`src/lcbx_pkg.sv`:
```
// ----------------------------------------------------------------------------
// lcbx_pkg: shared types for the link cable bit exchange core
// Event and message codes, protocol phases, and the item, result and state
// records passed between the core and its step logic.
// ----------------------------------------------------------------------------
package lcbx_pkg;

  // field widths
  localparam int unsigned ModeW   = 4;
  localparam int unsigned KindW   = 3;
  localparam int unsigned ByteW   = 8;
  localparam int unsigned CountW  = 4;
  localparam int unsigned SDataW  = 16;
  localparam int unsigned MDataW  = 16;
  localparam int unsigned MaxBits = 8;

  // value the shift register takes when a clock collision aborts a transfer
  localparam logic [ByteW-1:0] AbortValue = 8'hFF;

  // local events and peer messages
  typedef enum logic [ModeW-1:0] {
    MODE_LOCAL_CLOCK = 4'd0,
    MODE_START_EXT   = 4'd1,
    MODE_PEER_CLOCK  = 4'd2,
    MODE_PEER_ACK    = 4'd3,
    MODE_PEER_NAK    = 4'd4,
    MODE_PEER_DATA   = 4'd5,
    MODE_PEER_CLOSE  = 4'd6,
    MODE_LOAD        = 4'd7,
    MODE_UNPLUG      = 4'd8,
    MODE_PLUG        = 4'd9
  } lcbx_mode_e;

  // messages sent to the peer
  typedef enum logic [KindW-1:0] {
    KIND_NONE  = 3'd0,
    KIND_CLOCK = 3'd1,
    KIND_ACK   = 3'd2,
    KIND_NAK   = 3'd3,
    KIND_DATA  = 3'd4,
    KIND_CLOSE = 3'd5
  } lcbx_kind_e;

  // protocol phase, one-hot
  typedef enum logic [4:0] {
    PH_IDLE      = 5'b00001,
    PH_EXT_CLOCK = 5'b00010,
    PH_EXT_DATA  = 5'b00100,
    PH_CLOCK     = 5'b01000,
    PH_CLOCK_ACK = 5'b10000
  } lcbx_phase_e;

  typedef struct packed {
    logic [ModeW-1:0]  mode;
    logic              peer_bit;
    logic [ByteW-1:0]  load_byte;
    logic [CountW-1:0] load_count;
    logic              master_role;
  } lcbx_item_t;

  typedef struct packed {
    lcbx_kind_e       send_kind;
    logic             send_bit;
    logic [ByteW-1:0] shift_value;
    logic             serial_irq;
    logic             restart_timer;
    logic             last;
  } lcbx_result_t;

  typedef struct packed {
    lcbx_phase_e       phase;
    logic [ByteW-1:0]  shift_register;
    logic [CountW-1:0] bits_left;
    logic              prior_bit;
    logic              linked;
    logic              is_master;
  } lcbx_state_t;

endpackage

```
`src/lcbx_step.sv`:
```
// ----------------------------------------------------------------------------
// lcbx_step: next-state and message logic for one link event
// Takes the current protocol state and one event, and gives the next state
// and one or two result beats.
// ----------------------------------------------------------------------------
module lcbx_step (
  input  lcbx_pkg::lcbx_state_t  state_i,
  input  lcbx_pkg::lcbx_item_t   item_i,
  output lcbx_pkg::lcbx_state_t  state_o,
  output lcbx_pkg::lcbx_result_t res0_o,
  output lcbx_pkg::lcbx_result_t res1_o,
  output logic                   two_o
);
  import lcbx_pkg::*;

  logic [ByteW-1:0]  shifted;
  logic [CountW-1:0] bits_dec;
  logic              more_bits;
  logic              shift_in;
  lcbx_kind_e        kind;
  logic              sbit;
  logic              irq;
  logic              rt;
  logic              peer_msg;

  // bit intake: the shifted-in bit is the peer bit, or the previous one on NAK
  assign shift_in  = (item_i.mode == MODE_PEER_NAK) ? state_i.prior_bit : item_i.peer_bit;
  assign shifted   = {shift_in, state_i.shift_register[ByteW-1:1]};
  assign bits_dec  = (state_i.bits_left != '0) ? state_i.bits_left - CountW'(1) : '0;
  assign more_bits = (bits_dec != '0);

  // peer messages are dropped without a cable
  assign peer_msg = (item_i.mode >= MODE_PEER_CLOCK) && (item_i.mode <= MODE_PEER_CLOSE);

  // event decode
  always_comb begin
    state_o = state_i;
    kind    = KIND_NONE;
    sbit    = 1'b0;
    irq     = 1'b0;
    rt      = 1'b0;
    two_o   = 1'b0;
    if (!(peer_msg && !state_i.linked)) begin
      case (item_i.mode)
        MODE_LOCAL_CLOCK: begin
          if (state_i.linked && state_i.bits_left != '0 &&
              state_i.phase != PH_CLOCK && state_i.phase != PH_CLOCK_ACK) begin
            kind          = KIND_CLOCK;
            state_o.phase = PH_CLOCK;
          end
        end
        MODE_START_EXT: begin
          if (state_i.bits_left != '0) state_o.phase = PH_EXT_CLOCK;
        end
        MODE_PEER_CLOCK: begin
          case (state_i.phase)
            PH_CLOCK: begin
              // collision as slave: acknowledge then send our bit
              if (!state_i.is_master) begin
                state_o.phase = PH_EXT_DATA;
                two_o         = 1'b1;
              end
            end
            PH_CLOCK_ACK: begin
              // collision after our data went out: abort
              state_o.phase          = PH_IDLE;
              state_o.bits_left      = '0;
              state_o.shift_register = AbortValue;
              kind                   = KIND_NAK;
              irq                    = 1'b1;
            end
            PH_EXT_CLOCK: begin
              kind          = KIND_ACK;
              state_o.phase = PH_EXT_DATA;
            end
            PH_IDLE: kind = KIND_NAK;
            default: ;
          endcase
        end
        MODE_PEER_ACK: begin
          if (state_i.phase == PH_CLOCK) begin
            state_o.phase = PH_CLOCK_ACK;
            kind          = KIND_DATA;
            sbit          = state_i.shift_register[0];
          end
        end
        MODE_PEER_NAK: begin
          if (state_i.phase == PH_CLOCK) begin
            state_o.phase          = PH_IDLE;
            state_o.shift_register = shifted;
            state_o.bits_left      = bits_dec;
            rt                     = more_bits;
            irq                    = !more_bits;
          end
        end
        MODE_PEER_DATA: begin
          if (state_i.phase == PH_CLOCK_ACK) begin
            state_o.prior_bit      = item_i.peer_bit;
            state_o.phase          = PH_IDLE;
            state_o.shift_register = shifted;
            state_o.bits_left      = bits_dec;
            rt                     = more_bits;
            irq                    = !more_bits;
          end else if (state_i.phase == PH_EXT_DATA) begin
            kind                   = KIND_DATA;
            sbit                   = state_i.shift_register[0];
            state_o.prior_bit      = item_i.peer_bit;
            state_o.shift_register = shifted;
            state_o.bits_left      = bits_dec;
            irq                    = !more_bits;
            state_o.phase          = more_bits ? PH_EXT_CLOCK : PH_IDLE;
          end
        end
        MODE_PEER_CLOSE: state_o.linked = 1'b0;
        MODE_LOAD: begin
          state_o.shift_register = item_i.load_byte;
          state_o.bits_left      = (item_i.load_count > CountW'(MaxBits)) ?
                                   CountW'(MaxBits) : item_i.load_count;
        end
        MODE_UNPLUG: begin
          if (state_i.linked) kind = KIND_CLOSE;
          state_o.linked    = 1'b0;
          state_o.prior_bit = 1'b1;
        end
        MODE_PLUG: begin
          if (!state_i.linked) begin
            state_o.linked    = 1'b1;
            state_o.is_master = item_i.master_role;
            if (!item_i.master_role) state_o.phase = PH_IDLE;
          end
        end
        default: ;
      endcase
    end
  end

  // result beats; a collision gives ACK then DATA
  always_comb begin
    res0_o.send_kind     = two_o ? KIND_ACK : kind;
    res0_o.send_bit      = sbit;
    res0_o.shift_value   = state_o.shift_register;
    res0_o.serial_irq    = irq;
    res0_o.restart_timer = rt;
    res0_o.last          = !two_o;

    res1_o.send_kind     = KIND_DATA;
    res1_o.send_bit      = state_i.shift_register[0];
    res1_o.shift_value   = state_i.shift_register;
    res1_o.serial_irq    = 1'b0;
    res1_o.restart_timer = 1'b0;
    res1_o.last          = 1'b1;
  end

endmodule

```
`src/link_cable_bit_exchange_fsm_core.sv`:
```
// ----------------------------------------------------------------------------
// link_cable_bit_exchange_fsm_core: serial link bit exchange handshake
// An input beat passes the input register, then the result register, on its
// way to the first result beat. Throughput: one event per cycle while the
// result buffer has room; a clock collision event yields two result beats,
// held in the two-entry result buffer. Reset (asynchronous, active low) puts the
// link in idle, unplugged, with an empty shift register and no bits pending.
// ----------------------------------------------------------------------------
module link_cable_bit_exchange_fsm_core (
  input  logic                         clk_i,
  input  logic                         rst_ni,
  input  logic                         s_axis_tvalid,
  output logic                         s_axis_tready,
  // tdata: peer_bit[0], load_byte[8:1], load_count[12:9], master_role[13]
  input  logic [lcbx_pkg::SDataW-1:0]  s_axis_tdata,
  // tuser: mode[3:0]
  input  logic [lcbx_pkg::ModeW-1:0]   s_axis_tuser,
  output logic                         m_axis_tvalid,
  input  logic                         m_axis_tready,
  // tdata: send_bit[0], shift_value[8:1], serial_irq[9], restart_timer[10]
  output logic [lcbx_pkg::MDataW-1:0]  m_axis_tdata,
  // tuser: send_kind[2:0]
  output logic [lcbx_pkg::KindW-1:0]   m_axis_tuser,
  output logic                         m_axis_tlast
);
  import lcbx_pkg::*;

  lcbx_item_t   item_q;
  logic         in_valid_q;
  lcbx_state_t  state_q, state_d;
  lcbx_result_t res0, res1;
  logic         two;
  lcbx_result_t head_q, tail_q;
  logic [1:0]   out_cnt_q, out_cnt_d;
  logic         fire;
  logic         pop;

  // step stage advances when the result buffer can take up to two beats
  assign pop  = m_axis_tvalid && m_axis_tready;
  assign fire = in_valid_q && ((out_cnt_q == 2'd0) || (out_cnt_q == 2'd1 && m_axis_tready));
  assign s_axis_tready = !in_valid_q || fire;

  // input register
  always_ff @(posedge clk_i or negedge rst_ni) begin
    if (!rst_ni) begin
      in_valid_q <= 1'b0;
    end else if (s_axis_tready) begin
      in_valid_q <= s_axis_tvalid;
    end
  end

  always_ff @(posedge clk_i) begin
    if (s_axis_tready && s_axis_tvalid) begin
      item_q.mode        <= s_axis_tuser;
      item_q.peer_bit    <= s_axis_tdata[0];
      item_q.load_byte   <= s_axis_tdata[8:1];
      item_q.load_count  <= s_axis_tdata[12:9];
      item_q.master_role <= s_axis_tdata[13];
    end
  end

  // protocol step
  lcbx_step u_step (
    .state_i (state_q),
    .item_i  (item_q),
    .state_o (state_d),
    .res0_o  (res0),
    .res1_o  (res1),
    .two_o   (two)
  );

  // protocol state
  always_ff @(posedge clk_i or negedge rst_ni) begin
    if (!rst_ni) begin
      state_q.phase          <= PH_IDLE;
      state_q.shift_register <= '0;
      state_q.bits_left      <= '0;
      state_q.prior_bit      <= 1'b1;
      state_q.linked         <= 1'b0;
      state_q.is_master      <= 1'b0;
    end else if (fire) begin
      state_q <= state_d;
    end
  end

  // result buffer count
  always_comb begin
    out_cnt_d = out_cnt_q;
    if (pop) out_cnt_d = out_cnt_d - 2'd1;
    if (fire) out_cnt_d = out_cnt_d + (two ? 2'd2 : 2'd1);
  end

  always_ff @(posedge clk_i or negedge rst_ni) begin
    if (!rst_ni) begin
      out_cnt_q <= 2'd0;
    end else begin
      out_cnt_q <= out_cnt_d;
    end
  end

  // result buffer payload
  always_ff @(posedge clk_i) begin
    if (fire) begin
      head_q <= res0;
      tail_q <= res1;
    end else if (pop) begin
      head_q <= tail_q;
    end
  end

  // output beat
  assign m_axis_tvalid = (out_cnt_q != 2'd0);
  assign m_axis_tdata  = {5'd0, head_q.restart_timer, head_q.serial_irq,
                          head_q.shift_value, head_q.send_bit};
  assign m_axis_tuser  = head_q.send_kind;
  assign m_axis_tlast  = head_q.last;

  // checks
  a_cnt_bound: assert property (@(posedge clk_i) disable iff (!rst_ni)
    out_cnt_q != 2'd3)
    else $error("result buffer overfilled");

  a_pair_order: assert property (@(posedge clk_i) disable iff (!rst_ni)
    out_cnt_q == 2'd2 |-> !head_q.last && tail_q.last)
    else $error("collision pair out of order");

  a_bits_bound: assert property (@(posedge clk_i) disable iff (!rst_ni)
    state_q.bits_left <= CountW'(MaxBits))
    else $error("bit count above byte size");

endmodule
```
`config.mk`:
```
export PLATFORM = sky130hd
export DESIGN_NAME = link_cable_bit_exchange_fsm_core
export DESIGN_NICKNAME = d
export VERILOG_FILES = /design/src/lcbx_pkg.sv /design/src/lcbx_step.sv /design/src/link_cable_bit_exchange_fsm_core.sv
export SDC_FILE = /design/constraint.sdc
export NUM_CORES = 1
export LEC_CHECK = 0
export CAP_MARGIN = 20
export CORE_ASPECT_RATIO = 0.9
export CORE_MARGIN = 10
export CORE_UTILIZATION = 50
export CTS_BUF_LIST = sky130_fd_sc_hd__clkbuf_8
export DETAILED_ROUTE_END_ITERATION = 12
export DONT_BUFFER_PORTS = 1
export SKIP_CTS_REPAIR_TIMING = 1
export SYNTH_ARGS = -nofsm -noshare
export SYNTH_HDL_FRONTEND = slang
export SYNTH_SLANG_ARGS = --single-unit
```
`constraint.sdc`:
```
create_clock -name clk_i -period 3.8 [get_ports clk_i]
set_clock_uncertainty 0.2 [all_clocks]
set_input_delay 0.76 -clock clk_i [delete_from_list [all_inputs] [get_ports clk_i]]
set_output_delay 0.76 -clock clk_i [all_outputs]
set_load 0.05 [all_outputs]
```
==> metrics list, run 1 <==
* Number of ports placed on the die boundary: 46
- Prior to clock tree synthesis, the placed netlist has a worst setup slack of 0.583 ns.
* Slack of the worst reg-to-reg path: 0.60 ns
- The largest total area in the synthesized netlist belongs to edfxtp_1.
- Capturing element type of the critical path: flip-flop
- Detailed placer's ending HPWL: 5610 um
* Worst-case setup margin in the final layout: 0.599 ns
- After the first detailed-routing iteration, the DRC count stood at 147.
- The worst register-to-register path has a depth of 8.
* Netlist cell types: 69
- Remaining antenna violation count: 0
* Max H-tree Level: 3
- Routed WL: 8020 um
- Setup-violating endpoint count in the final report: 0
* Vias/cell: 5.78
- Compared with the post-synthesis result, the final layout area differs by 6.41%.
- Synthesized cell area: 0.00353 mm^2
- Input and output buffers added on the ports amount to 0.
- Crit start category: flip-flop
- Count of unresolved DRC violations after routing: 0
- The worst path uses 84.2% of the clock period.
- Leading post-synthesis cells by instance count: 41 x edfxtp_1, 40 x nand2_1, 22 x nor2_1
* Die X: 109 um
- At the worst endpoint, the required time is 3.87 ns.
* Final Hold Vio Count: 0
- Along the worst path, the maximum fanout reaches 4.
- TritonCTS built the clock tree.
- Pwr Total: 3.28 mW
* Worst-path cell with the longest stage delay: nor4b_1
- Initial antenna violation count: 0
* Setup repair after global routing missed its margin: no
- The worst register-to-register path begins at item_q[17].
* Worst hold path type: in2async
- Global route overflow: 0
- Transition time at the pin with the least slew margin: 0.920 ns
- After technology mapping, the gate count stands at 330.
* Slowest Stage Delay on Critical Path: 0.82 ns
- Walking the worst path, the cells encountered are nor4b_1 -> nand2_1 -> nor3_1 -> inv_1 -> ha_1 -> or4_1 -> a21oi_1 -> xnor2_1.
* Async set-reset flop share out of synthesis: 35.9%
- Nets: 360
- The final max-slew violation count came to 0.
* Critical register-to-register path endpoint: out_cnt_q[1]
- For this run, the leading register cell type out of synthesis is edfxtp_1.
- The worst setup path is of the reg2reg kind.
- The Yosys step of the flow raised 0 warnings.
- Antenna diode instance count: 0
- Cell Pwr Density: 871 mW/mm^2
- Number of flops mapped to enable cells by yosys: 41
- Pin count of the biggest net entering global routing: 24
- Max_cap viols: 0
- The clock reaches the later pin of the worst-skew pair after 0.34 ns.
- Worst Path Buf+Inv: 1
- Clock-pin slew was measured on the worst setup and hold paths at 0.08 ns.
- The first global-routing pass estimated 12800 um of wire.
* Per-cell routed wire length: 18.7 um
- Starting Density: 50.7%
- Die extent in y: 99.8 um
- Result of the run: completed
- At the worst endpoint, the arrival time is 3.27 ns.
- Sorting the synthesized cells by area gives the leading types as edfxtp_1 35%, dfrtp_1 15%, nand2_1 4.2%.
* VDD IR max: 0.334 mV
* Area of the core: 0.00697 mm^2
- The first TritonRoute pass finished after 4 iterations.
- In this run, placement finished with an instance count of 411.
- Total of flip-flops plus latches after synthesis: 64
- Post-Layout Cell Count: 429
* Buffer cell driving the clock tree root: clkbuf_8
- Floorplan die area: 0.0108 mm^2
- The initialized floorplan defines 29 standard-cell rows.
- Vias in the first global route: 2489
* Clock net sink count: 64
* Final hold slack: 0.0193 ns
- On the critical path the largest part of the delay comes from simple AND/OR/NAND/NOR gates.
* Worst slew margin relative to its limit: 37.8%
* Cell with the most instances after synthesis: edfxtp_1
- Layout cell share with drive strength beyond 1: 14.6%
- In this run the mean area of a mapped cell was 10.7 um^2.
* Total leakage power: 1.45 nW
- Maximum clock path buffer count: 2
- Via count: 2479
- Setup total negative slack on the finished layout was measured at 0 ns.
- The number of clock buffers added by TritonCTS is 9.
- Routability-driven placement finished with a final weighted congestion of 0.894.
* Min Tclk post-route: 3.20 ns
- Sequential cell area fraction in the yosys report: 51.2%
- The share of synthesized area in the top cell type comes to 34.8%.
* Overall routing resource usage: 15.2%
- Based on the critical path, the design can be clocked at up to 312 MHz.
-- report_power, final --
part	switching, mW	internal [mW]	total, mW
logic	0.741	0.406	1.15
clock network	0.269	0.337	0.606
registers	0.448	1.07	1.52
total	1.46	1.82	3.28
-- cells by family after synthesis --
group / after synthesis / synth area share [%]
XOR/XNOR: 7 / 1.73
AND/OR/NAND/NOR: 135 / 20.6
flip-flops: 64 / 51.2
AO/OA/AOI/OAI: 69 / 13.5
multiplexers: 11 / 3.89
other: 1 / 0.106
buffers and inverters: 38 / 7.22
adder cells (fa/ha/maj): 5 / 1.77
-- routing by layer --
metal	track usage, %	wire, um
met1	19.6	3660
met2	23.5	3670
met3	5.04	602
met4	4.66	84
met5	0	0
-- how the worst max path moves through the flow --
stage,startpoint,endpoint,slack (ns),cells after the start
global route,item_q[17],out_cnt_q[1],0.31,8
finish,item_q[17],out_cnt_q[1],0.60,8
detailed placement,item_q[17],out_cnt_q[1],0.58,8
CTS,item_q[17],out_cnt_q[1],0.57,8
global placement,item_q[17],out_cnt_q[1],0.62,8
floorplan,item_q[16],out_cnt_q[1],1.09,9
-- registers in the layout, summed over array words and instances (netlist names) --
register,flops
in_valid_q,1
item_q,18
m_axis_tdata,11
m_axis_tlast,1
m_axis_tuser,3
out_cnt_q,2
state_q,20
tail_q,8
-- stage by stage --
step                util, %  area, um^2
global placement       50.6        3530
CTS                    53.6        3740
detailed placement     50.6        3530
global route           54.0        3760
floorplan                 -        3550
finish                 54.0        3760
-- placed cells by master (no fill, tap or decap), types with 2 or more instances in the layout --
master	instances
clkbuf_8	11
nor3b_1	3
dfstp_2	2
nor2b_1	6
nor4_1	3
a21boi_0	8
nand4_1	6
mux2i_1	4
nor3_1	7
edfxtp_1	41
and2_1	3
a22oi_1	2
nand3_1	17
clkinvlp_4	2
a32oi_1	3
ha_1	5
or4_1	2
a31oi_1	2
o21ai_0	12
xnor2_1	5
o22ai_1	3
buf_4	9
nand4bb_1	2
xor2_1	2
nor4b_1	4
nand2b_1	4
nor2_1	22
dfrtp_1	21
mux2_4	5
mux2_2	2
and3_1	2
inv_1	13
a21oi_1	19
o31ai_1	3
nand2_1	40
conb_1	5
nor3_2	3
-- layout make-up --
cell class	count	area, um^2
tap	93	116
clock buffer	11	151
sequential	64	1810
inverter	13	48.8
clock inverter	5	57.6
fill	646	3210
multi-input combinational	232	1490
timing repair buffer	11	92.6
No activity file was read; power rests on OpenSTA's default activity.
==> inputs of run 2 (changes only) <==
--- a/config.mk
+++ b/config.mk
@@ -12,6 +12,7 @@
 export CTS_BUF_LIST = sky130_fd_sc_hd__clkbuf_8
 export DETAILED_ROUTE_END_ITERATION = 12
 export DONT_BUFFER_PORTS = 1
+export PLACE_DENSITY = 0.68
 export SKIP_CTS_REPAIR_TIMING = 1
 export SYNTH_ARGS = -nofsm -noshare
 export SYNTH_HDL_FRONTEND = slang
==> constraint.sdc (replaced) <==
create_clock -name clk_i -period 2.8 [get_ports clk_i]
set_clock_uncertainty 0.2 [all_clocks]
set_input_delay 0.56 -clock clk_i [delete_from_list [all_inputs] [get_ports clk_i]]
set_output_delay 0.56 -clock clk_i [all_outputs]
set_load 0.05 [all_outputs]
==> run 2 against run 1 <==
  * Final cell count grew 5.6%
  * Setup slack lost 0.43 ns
  * Clock power grew 35%
  * Hold slack gained 0.088 ns
  * Sequential share of layout area shrank 2.3 points
  * Largest power group unchanged
==> metrics list, run 2 (synthesis gave the netlist of run 1 again) <==
* Final Hold Vio Count: 0
- Setup repair after global routing left no endpoint under its margin.
* Antenna diode instance count: 0
- VDD IR max: 0.484 mV
- Remaining antenna violation count: 0
* Largest register by flop count: state_q
- Critical register-to-register path endpoint: state_q[5]
- The region available for standard cell placement spans 0.00697 mm^2.
- Counting tap cells, the placed design contains a total of 435 instances.
- Post-Layout Cell Count: 453
* Launch point of the critical path: state_q[16]
- Cell Pwr Density: 1190 mW/mm^2
- The critical path ends at state_q[5].
* Routed WL: 8300 um
* Nets: 384
* Clk slew on worst S/H paths: 0.07 ns
* Vias/cell: 5.81
- For the worst setup path, the data required time is 2.82 ns.
* Per-cell routed wire length: 18.3 um
- The critical path goes through buf_4 -> o41ai_1 -> nand2_1 -> or4b_2 -> o2bb2ai_1.
* Detailed placer's ending HPWL: 6050 um
- Floorplan die area: 0.0108 mm^2
- Max Clk Rate: 380 MHz
* Worst hold path type: in2reg
- The worst setup path is captured at a flip-flop.
- Number of ports placed on the die boundary: 46
* Clock latency on the worst-skew pair: 0.34 ns
- Gpl congestion: 0.906
- Commonest non-fill, non-tap cell in the layout: edfxtp_1
* Pin count of the biggest net entering global routing: 24
* Area added between synthesis and finish: 11.9%
- Headroom to the max-slew limit came out at 40.1%.
* Transition time at the pin with the least slew margin: 0.898 ns
- In the routed design, unresolved DRC markers number 0.
* Layout cell share with drive strength beyond 1: 20.0%
* Vias in the first global route: 2628
* Pre-CTS setup slack: 0.0332 ns
* Max_cap viols: 0
- For this run, the share of the core covered by cells in the final layout is 56.8%.
- Measured along the x axis, the die boundary spans 109 um.
- Starting Density: 50.7%
- Max FFs per register: 20
* Crit start category: flip-flop
- The tree is rooted in a clkbuf_8.
- Critical path peak fanout: 8
- The final max-slew violation count is 0.
- Largest delay contributor family on the critical path: simple AND/OR/NAND/NOR gates
- Worst-case setup margin in the final layout: 0.172 ns
* Slack of the worst reg-to-reg path: 0.17 ns
- The initial antenna violation count came to 0.
- Length in cells of the worst reg-to-reg path: 5
- Wire length of the first global-routing pass: 13500 um
- The first routing iteration left 228 violations.
- Clock net sink count: 64
- Setup-violating endpoint count in the final report: 0
* Via count: 2632
- Total leakage power: 1.59 nW
* Top library cells by usage in the layout, fill and taps aside: 41 x edfxtp_1, 40 x nand2_1, 33 x buf_4, 22 x nor2_1, 21 x dfrtp_1
* Crit Path Class: reg2reg
- Reg-to-Reg Start: state_q[16]
- Global routing finished with a remaining overflow of 0.
* Max H-tree Level: 3
- Result of the run: completed
* Number of detailed-route iterations in the first pass: 5
- Port Buffers: 0
- Die extent in y: 99.8 um
- Row generation in the floorplan step produced 29 rows.
- Counting I/O delays and the setup requirement, the final critical path takes 2.63 ns.
* Total negative slack for setup checks: 0 ns
* CTS buffer count: 9
- Post-route fraction of the period consumed by the critical path: 93.9%
* Slowest Stage Delay on Critical Path: 0.73 ns
- Critical path data arrival time: 2.65 ns
- TritonCTS built the clock tree.
* Worst-path cell with the longest stage delay: or4b_2
- Overall routing resource usage: 15.7%
- The critical path crosses 5 cells after its start point.
* Maximum clock path buffer count: 2
* Worst Path Buf+Inv: 1
- Fill cell count: 612
[run 2: worst min-delay path by stage]
stage               slack (ns)  cells past startpoint             from          end
floorplan                 0.06                      0           rst_ni   in_valid_q
global placement          0.07                      0           rst_ni  state_q[17]
detailed placement        0.07                      0           rst_ni  state_q[18]
CTS                      -0.31                      0           rst_ni  state_q[11]
global route              0.08                      0  s_axis_tdata[3]    item_q[7]
finish                    0.11                      0  s_axis_tdata[3]    item_q[7]
[run 2: cell type report]
| cell class | count | area, um^2 | share of cell area [%] |
|---|---|---|---|
| timing repair buffer | 35 | 278 | 7.03 |
| clock inverter | 7 | 81.3 | 2.06 |
| inverter | 13 | 48.8 | 1.23 |
| sequential | 64 | 1810 | 45.8 |
| clock buffer | 9 | 124 | 3.13 |
| multi-input combinational | 232 | 1500 | 37.8 |
| tap | 93 | 116 | 2.94 |
[run 2: where the power goes]
group	internal (mW)	switching, mW	total [mW]
Sequential	1.46	0.568	2.03
Combinational	0.731	1.13	1.86
Clock	0.488	0.331	0.819
[run 2: stage by stage]
stage	cell area (um^2)	power (mW)	hold slack, ns
after floorplan	3550	3.30	0.0644
after global placement	3710	3.81	0.0659
after detailed placement	3710	3.87	0.0660
after CTS	3910	4.70	-0.308
after global routing	3950	5.00	0.0839
final	3950	4.71	0.107
[run 2: per-layer routing]
| layer | vias up | GRT usage, % | part of all wire, % |
|---|---|---|---|
| li1 | 1253 | - | - |
| met1 | 1259 | 20.9 | 45 |
| met2 | 112 | 23.8 | 47 |
| met3 | 8 | 4.40 | 6.3 |
| met4 | 0 | 5.78 | 1.0 |
| met5 | - | 0 | 0 |
